<file path="src/hw/rtl/spbd_pkg.sv">
// shared types and constants for the sense bit payload decoder
// no dependencies; used by spbd_cell, spbd_chain and the top level
`timescale 1ns / 1ps

package spbd_pkg;

    // payload word and stream layout
    localparam int WORD_W      = 64;
    localparam int CELL_W      = WORD_W - 1;   // cells keep only the upper bits of a word
    localparam int LEN_IN_W    = 14;
    localparam int S_TDATA_W   = 80;
    localparam int S_DATA_LSB  = 0;
    localparam int S_LEN_LSB   = WORD_W;
    localparam int S_SENSE_BIT = WORD_W + LEN_IN_W;

    // kind codes carried on s_tuser
    localparam logic KIND_START = 1'b0;
    localparam logic KIND_RAW   = 1'b1;

    // control from the sequencer to the cell chain
    typedef struct packed {
        logic wr_en;   // write the addressed cell
        logic shift;   // every cell takes its upper neighbor's word
    } chain_ctl_t;

endpackage

</file>
<file path="src/hw/rtl/spbd_cell.sv">
// one storage cell of the group chain: loads when addressed, shifts toward the head
// depends on spbd_pkg
`timescale 1ns / 1ps

module spbd_cell #(
    parameter int INDEX = 0,
    parameter int IDX_W = 6
) (
    input  logic                      aclk,
    input  spbd_pkg::chain_ctl_t      ctl,
    input  logic [IDX_W-1:0]          wr_idx,
    input  logic [spbd_pkg::CELL_W-1:0] wr_data,
    input  logic [spbd_pkg::CELL_W-1:0] up_data,
    output logic [spbd_pkg::CELL_W-1:0] data
);

    logic [spbd_pkg::CELL_W-1:0] data_reg;
    logic [spbd_pkg::CELL_W-1:0] data_next;

    always_comb begin
        data_next = data_reg;
        if (ctl.wr_en && (wr_idx == IDX_W'(INDEX))) begin
            data_next = wr_data;
        end else if (ctl.shift) begin
            data_next = up_data;
        end
    end

    always_ff @(posedge aclk) begin
        data_reg <= data_next;
    end

    assign data = data_reg;

endmodule

</file>
<file path="src/hw/rtl/spbd_chain.sv">
// row of spbd_cell instances holding one group; cell 0 is the drain end
// depends on spbd_pkg and spbd_cell
`timescale 1ns / 1ps

module spbd_chain #(
    parameter int DEPTH = 63,
    parameter int IDX_W = 6
) (
    input  logic                        aclk,
    input  spbd_pkg::chain_ctl_t        ctl,
    input  logic [IDX_W-1:0]            wr_idx,
    input  logic [spbd_pkg::CELL_W-1:0] wr_data,
    output logic [spbd_pkg::CELL_W-1:0] head_data
);

    logic [spbd_pkg::CELL_W-1:0] cell_data [DEPTH+1];

    // nothing above the top cell
    assign cell_data[DEPTH] = '0;

    for (genvar i = 0; i < DEPTH; i++) begin : g_cell
        spbd_cell #(
            .INDEX (i),
            .IDX_W (IDX_W)
        ) u_cell (
            .aclk    (aclk),
            .ctl     (ctl),
            .wr_idx  (wr_idx),
            .wr_data (wr_data),
            .up_data (cell_data[i+1]),
            .data    (cell_data[i])
        );
    end

    assign head_data = cell_data[0];

endmodule

</file>
<file path="src/hw/rtl/sense_bit_payload_decoder.sv">
// sense bit payload decoder: group sequencer, true-bit restore and output register
// depends on spbd_pkg and spbd_chain
`timescale 1ns / 1ps

// usage
//   slave channel: s_tuser is the kind (start or raw ring word); s_tdata carries
//   data, length_words and sense. a start transaction latches the header word,
//   the expected sense and the length (saturated to MAX_WORDS); raw words whose
//   low bit differs from the sense, or that arrive while idle, are dropped.
//   words of a group are written into a row of cells one per transaction. when
//   the group is complete (header group) or its bit word arrives (later groups)
//   the row drains through cell 0, one word per cycle while m_tready allows, the low bit
//   of each word replaced from the bit source, onto the master channel (m_tdata, m_tlast).
//   the first word of a group passes the drain counter and then the output
//   register after the transaction that completes the group. a group of k words
//   takes k (header group) or k+1 (later groups) input transactions, and no input
//   is taken while it drains; the drain goes through the single shift path at cell 0.
//   s_tready is low while a group drains. a stalled m_tready holds the output
//   register and pauses the drain; the last drained word waits in the output
//   register while the next input transactions are accepted.
//   reset (aresetn low, synchronous) returns to idle with an empty output.
module sense_bit_payload_decoder #(
    parameter int GROUP_WORDS       = 63,
    parameter int FIRST_GROUP_WORDS = 32,
    parameter int MAX_WORDS         = 8192
) (
    input  logic                           aclk,
    input  logic                           aresetn,
    // input transactions
    input  logic                           s_tvalid,
    output logic                           s_tready,
    input  logic [spbd_pkg::S_TDATA_W-1:0] s_tdata,   // data[63:0], length_words[77:64], sense[78]
    input  logic                           s_tuser,   // kind
    // result transactions
    output logic                           m_tvalid,
    input  logic                           m_tready,
    output logic [spbd_pkg::WORD_W-1:0]    m_tdata,   // word[63:0]
    output logic                           m_tlast
);

    localparam int DEPTH = (GROUP_WORDS > FIRST_GROUP_WORDS) ? GROUP_WORDS : FIRST_GROUP_WORDS;
    localparam int IDX_W = (DEPTH > 1) ? $clog2(DEPTH) : 1;
    localparam int CNT_W = $clog2(DEPTH + 1);
    localparam int LEN_W = $clog2(MAX_WORDS + 1);

    localparam logic [31:0] MAX_LEN   = 32'(MAX_WORDS);
    localparam logic [31:0] FIRST_LIM = 32'(FIRST_GROUP_WORDS);
    localparam logic [31:0] GROUP_LIM = 32'(GROUP_WORDS);

    // group size: words left clipped to the group limit
    function automatic logic [CNT_W-1:0] clip_size(input logic [31:0] wl, input logic [31:0] lim);
        return CNT_W'((wl < lim) ? wl : lim);
    endfunction

    // input field unpacking
    logic [spbd_pkg::WORD_W-1:0]   in_data;
    logic [spbd_pkg::LEN_IN_W-1:0] in_len;
    logic                          in_sense;
    logic [spbd_pkg::WORD_W:0]     in_data_ext;

    assign in_data     = s_tdata[spbd_pkg::S_DATA_LSB +: spbd_pkg::WORD_W];
    assign in_len      = s_tdata[spbd_pkg::S_LEN_LSB +: spbd_pkg::LEN_IN_W];
    assign in_sense    = s_tdata[spbd_pkg::S_SENSE_BIT];
    assign in_data_ext = {1'b0, in_data};

    // sequencer state
    logic                      busy_reg, busy_next;
    logic                      first_reg, first_next;
    logic                      sense_reg, sense_next;
    logic [CNT_W-1:0]          fill_reg, fill_next;
    logic [CNT_W-1:0]          size_reg, size_next;
    logic [LEN_W-1:0]          words_left_reg, words_left_next;
    logic [DEPTH-1:0]          header_reg, header_next;

    // drain state
    logic [CNT_W-1:0]          drain_cnt_reg, drain_cnt_next;
    logic [IDX_W-1:0]          bit_idx_reg, bit_idx_next;
    logic                      drain_last_reg, drain_last_next;
    logic [DEPTH-1:0]          bits_reg, bits_next;

    // output register
    logic                          m_valid_reg, m_valid_next;
    logic [spbd_pkg::WORD_W-1:0]   m_word_reg, m_word_next;
    logic                          m_last_reg, m_last_next;

    // chain interface
    spbd_pkg::chain_ctl_t          chain_ctl;
    logic [spbd_pkg::CELL_W-1:0]   head_data;

    // helpers
    logic                      s_fire;
    logic                      drain_go;
    logic [31:0]               len32;
    logic [LEN_W-1:0]          len_sat;
    logic [CNT_W-1:0]          fill_inc;
    logic [CNT_W-1:0]          size_m1;
    logic [31:0]               rem32;
    logic                      emit_en;
    logic [DEPTH-1:0]          emit_bits;

    assign s_tready = (drain_cnt_reg == '0);
    assign s_fire   = s_tvalid && s_tready;
    assign drain_go = (drain_cnt_reg != '0) && (!m_valid_reg || m_tready);

    assign len32    = 32'(in_len);
    assign len_sat  = (len32 > MAX_LEN) ? LEN_W'(MAX_LEN) : LEN_W'(len32);
    assign fill_inc = fill_reg + CNT_W'(1);
    assign size_m1  = size_reg - CNT_W'(1);
    assign rem32    = 32'(words_left_reg) - 32'(size_reg);

    always_comb begin
        busy_next       = busy_reg;
        first_next      = first_reg;
        sense_next      = sense_reg;
        fill_next       = fill_reg;
        size_next       = size_reg;
        words_left_next = words_left_reg;
        header_next     = header_reg;
        drain_cnt_next  = drain_cnt_reg;
        bit_idx_next    = bit_idx_reg;
        drain_last_next = drain_last_reg;
        bits_next       = bits_reg;
        m_valid_next    = m_valid_reg;
        m_word_next     = m_word_reg;
        m_last_next     = m_last_reg;
        chain_ctl.wr_en = 1'b0;
        chain_ctl.shift = 1'b0;
        emit_en         = 1'b0;
        emit_bits       = header_reg;

        // drain one word of the group per cycle into the output register while it is empty or being taken
        if (drain_go) begin
            chain_ctl.shift = 1'b1;
            m_valid_next    = 1'b1;
            m_word_next     = {head_data, bits_reg[bit_idx_reg]};
            m_last_next     = drain_last_reg && (drain_cnt_reg == CNT_W'(1));
            drain_cnt_next  = drain_cnt_reg - CNT_W'(1);
            bit_idx_next    = bit_idx_reg - IDX_W'(1);
        end else if (m_tready) begin
            m_valid_next = 1'b0;
        end

        if (s_fire) begin
            if (s_tuser == spbd_pkg::KIND_START) begin
                // a start abandons any message in progress
                sense_next      = in_sense;
                header_next     = in_data[DEPTH-1:0];
                words_left_next = len_sat;
                first_next      = 1'b1;
                fill_next       = '0;
                size_next       = clip_size(32'(len_sat), FIRST_LIM);
                busy_next       = (len_sat != '0);
            end else if (busy_reg && (in_data[0] == sense_reg)) begin
                if (fill_reg < size_reg) begin
                    chain_ctl.wr_en = 1'b1;
                    fill_next       = fill_inc;
                    if (first_reg && (fill_inc == size_reg)) begin
                        emit_en   = 1'b1;
                        emit_bits = header_reg;
                    end
                end else begin
                    // group full: this word carries the true bits from bit 1 up
                    emit_en   = 1'b1;
                    emit_bits = in_data_ext[DEPTH:1];
                end
            end
        end

        if (emit_en) begin
            bits_next       = emit_bits;
            drain_cnt_next  = size_reg;
            bit_idx_next    = size_m1[IDX_W-1:0];
            drain_last_next = (rem32 == '0);
            words_left_next = LEN_W'(rem32);
            first_next      = 1'b0;
            fill_next       = '0;
            size_next       = clip_size(rem32, GROUP_LIM);
            busy_next       = (rem32 != '0);
        end
    end

    // control state
    always_ff @(posedge aclk) begin
        if (!aresetn) begin
            busy_reg       <= 1'b0;
            first_reg      <= 1'b1;
            sense_reg      <= 1'b0;
            fill_reg       <= '0;
            size_reg       <= '0;
            words_left_reg <= '0;
            drain_cnt_reg  <= '0;
            bit_idx_reg    <= '0;
            drain_last_reg <= 1'b0;
            m_valid_reg    <= 1'b0;
        end else begin
            busy_reg       <= busy_next;
            first_reg      <= first_next;
            sense_reg      <= sense_next;
            fill_reg       <= fill_next;
            size_reg       <= size_next;
            words_left_reg <= words_left_next;
            drain_cnt_reg  <= drain_cnt_next;
            bit_idx_reg    <= bit_idx_next;
            drain_last_reg <= drain_last_next;
            m_valid_reg    <= m_valid_next;
        end
    end

    // payload registers
    always_ff @(posedge aclk) begin
        header_reg <= header_next;
        bits_reg   <= bits_next;
        m_word_reg <= m_word_next;
        m_last_reg <= m_last_next;
    end

    // group storage: written at the fill index, drained through cell 0
    spbd_chain #(
        .DEPTH (DEPTH),
        .IDX_W (IDX_W)
    ) u_chain (
        .aclk      (aclk),
        .ctl       (chain_ctl),
        .wr_idx    (fill_reg[IDX_W-1:0]),
        .wr_data   (in_data[spbd_pkg::WORD_W-1:1]),
        .head_data (head_data)
    );

    assign m_tvalid = m_valid_reg;
    assign m_tdata  = m_word_reg;
    assign m_tlast  = m_last_reg;

endmodule
</file>
<file path="config.mk">
export PLATFORM = sky130hd
export DESIGN_NAME = sense_bit_payload_decoder
export DESIGN_NICKNAME = d
export VERILOG_FILES = /design/src/hw/rtl/spbd_pkg.sv /design/src/hw/rtl/spbd_cell.sv /design/src/hw/rtl/spbd_chain.sv /design/src/hw/rtl/sense_bit_payload_decoder.sv
export SDC_FILE = /design/constraint.sdc
export NUM_CORES = 2
export LEC_CHECK = 0
export BUFFER_PORTS_ARGS = -buffer_cell sky130_fd_sc_hd__clkbuf_2
export CAP_MARGIN = 40
export CORE_ASPECT_RATIO = 1.5
export CORE_MARGIN = 2
export CORE_UTILIZATION = 35
export CTS_CLUSTER_DIAMETER = 40
export DETAILED_ROUTE_END_ITERATION = 6
export PLACE_DENSITY = 0.58
export SLEW_MARGIN = 40
export SYNTH_ARGS = -nofsm -noshare
export SYNTH_HDL_FRONTEND = slang
export SYNTH_SLANG_ARGS = --single-unit
</file>
<file path="constraint.sdc">
create_clock -name aclk -period 7.1 [get_ports aclk]
set_clock_uncertainty 0.15 [all_clocks]
set_input_delay 0 -clock aclk [delete_from_list [all_inputs] [get_ports aclk]]
set_output_delay 0 -clock aclk [all_outputs]
set_load 0.03 [all_outputs]
</file>
==> out/metrics.csv <==
metric;value;unit
io_pins;152;
status;finished clean;
powerDensity;435;nW/um^2
drc;0;
cts_inserted_buffers;448;
cp-end-kind;register;
async_flop_share;0;%
ir_drop;0.000512;V
multi_input_area;48700;sq um
final_common_cell;edfxtp_1;
setup_ws;2.07;ns
ys.flop_type;edfxtp_1;
seqCellArea;126000;sq um
cp_top_family;buffers and inverters;
final_core_util;40.1;%
rows;320;
slew_viol_final;0;
nets;9836;
syn_inst;9591;
syn_to_final_growth;14.3;%
die_area;514000;sq um
ys_ff_latch;4203;
path_class;reg -> reg;
ant_nets;0;
slew_headroom;37.8;%
via_count;84700;
clk_latency;1.00;ns
ys.warnings.count;0;
cp_slowest_cell;dfxtp_1;
die_w;586;um
cts-root-buf;clkbuf_16;
post-place-ws;1.89;ns
maxCapViolCount;0;
start_util;35.1;%
period_share;70.9;%
drt-initial-drc-count;5571;
core;506000;sq um
htree_levels;5;
syn_nets;9696;
cp.buffers_inverters;4;
setup_viol_count_final;0;
globalRouteTotalUtil;15.5;%
fmax;199;MHz
cp-startpoint;fill_reg[2];
critPathMaxStageDelay;0.75;ns
largest_reg_flops;3969;
globalplace.congestion;0.821;
fillCellCount;45100;
yosysSeqAreaShare;70.8;%
worst_ep_required_time;7.59;ns
start_kind;register;
cts_num_sinks;4203;
reg2reg_from;fill_reg[2];
p_leak;0.0650;uW
clock_path_buffers;4;
postCtsResizedCells;0;
hp-start;s_tdata[11];
layout-drive-gt1-share;50.4;%
synth_cell_types;74;
hold_ws;0.0813;ns
cp_common_cell;buf_4;
hp-class;in -> reg;
post-route-min-period;5.03;ns
syn_area;178000;sq um
critPathArrivalTime;5.53;ns
path_clk_slew;0.06;ns
drtPass1Iterations;5;
layout_common_cells;edfxtp_1 (4,160), mux2_2 (3,856), clkbuf_16 (452);
worst-path-max-fanout;64;
hpwl;257;mm
viasPerCell;5.02;
synth_enable_flop_cells;4160;
tightest_slew;0.934;ns
rsz0062_at_grt;no;
grt_max_degree;69;
cts_tree;yes;
path_cells;ha_1 -> o21ai_0 -> a21oi_1 -> o22ai_1 -> buf_4 -> nand2_4 -> nor3b_2 -> buf_4 -> nand2_2 -> buf_6 -> nand2_2 -> buf_4;
synth.avg_cell_area;18.5;sq um
grt_overflow;0;
wl;407;mm
grt_antenna_before_repair;36;
finalHoldViolCount;0;
first_global_vias;92800;
postCtsSetupBuffers;0;
port-buffer-count;150;
setup-tns-final;0;ns
grt_pass1_wl;605;mm
wl_per_cell;24.1;um
fp.dieH;877;um
worst min-delay path, delay by kind of cell:
kind / cells / cell delay, ns
buffers and inverters: 2 / 0.94
muxes: 1 / 0.22
report_power, final:
part	internal [uW]	switching [uW]	leakage, uW	total, uW
Combinational	7100	11700	0.0193	18800
Sequential	43300	2600	0.0385	45900
Clock	13500	10100	0.00719	23600
synthesized netlist by cell type, types with 3 or more instances:
cell / number / area [sq um]
or3_1: 5 / 31.3
clkbuf_1: 509 / 1910
or2_2: 3 / 18.8
nor2_1: 31 / 116
mux2i_1: 3 / 30.0
mux4_2: 20 / 450
xor2_1: 4 / 35.0
nor4b_1: 3 / 26.3
inv_1: 17 / 63.8
ha_1: 19 / 238
nand2_4: 8 / 90.1
a21oi_1: 32 / 160
and2_1: 70 / 438
nand4_1: 3 / 18.8
a211oi_1: 11 / 82.6
nor3_1: 15 / 75.1
nand3_1: 12 / 60.1
o21a_1: 7 / 52.6
a21o_1: 3 / 22.5
nor4_1: 6 / 37.5
buf_1: 117 / 439
o311ai_0: 3 / 26.3
a22oi_1: 5 / 37.5
or4_1: 3 / 22.5
a311oi_1: 3 / 26.3
a221oi_1: 3 / 26.3
and3_1: 14 / 87.6
nor2b_1: 6 / 37.5
nor3b_1: 5 / 37.5
nand2_2: 31 / 194
xnor2_1: 13 / 114
nand3b_1: 4 / 30.0
mux2_2: 3856 / 43400
nand2b_1: 5 / 31.3
edfxtp_1: 4160 / 125000
dfxtp_1: 43 / 861
nand2_1: 98 / 368
mux2_1: 113 / 1270
nor2_2: 6 / 37.5
and2_0: 7 / 43.8
a31oi_1: 6 / 37.5
buf_2: 246 / 1230
o21ai_0: 25 / 125
path summary, 6_finish.rpt:
path,endpoint,slack [ns],depth (start not counted)
max,u_chain.g_cell[47].u_cell.data[54],2.07,12
min,u_chain.g_cell[21].u_cell.data[10],0.08,3
max reg2reg,u_chain.g_cell[47].u_cell.data[54],2.07,12
min reg2reg,m_tdata[44],0.27,0
area by class of cell:
cell class / instances / area share (%)
Inverter: 20 / 0.0388
Timing Repair Buffer: 565 / 2.50
Antenna cell: 13 / 0.0160
Clock inverter: 303 / 1.64
Sequential cell: 4203 / 61.9
Clock buffer: 522 / 5.70
Tap cell: 6762 / 4.17
Multi-Input combinational cell: 4493 / 24.0
timing repair:
| action | in CTS | in global routing |
|---|---|---|
| hold buffers | 185 | 2 |
| hold endpoints to repair | 3302 | 2 |
| endpoints found under the setup margin | 0 | 0 |
logic make-up after synthesis:
family	count (synthesis)	synth area share, %
mux	3992	25.4
buf+inv	895	2.08
fa+ha+maj	20	0.145
compound gates	119	0.439
flops	4203	70.8
xor+xnor	17	0.0838
simple gates	345	1.08
per-stage QoR:
stage / total power [uW] / instances / instance area, sq um
final: 88300 / 16900 / 203000
after floorplan: 58800 / 9591 / 178000
after CTS: 89400 / 16900 / 203000
after detailed placement: 65400 / 15800 / 186000
after global placement: 64900 / 15800 / 186000
after global routing: 92200 / 16900 / 203000
metal layers:
metal,vias to the layer above,GRT usage [%],wire length [um]
li1,37900,-,-
met1,44500,16.3,148000
met2,1582,30.4,227000
met3,675,2.19,14600
met4,2,6.14,17100
met5,-,0,13
Power figures use the tool's default switching activity.
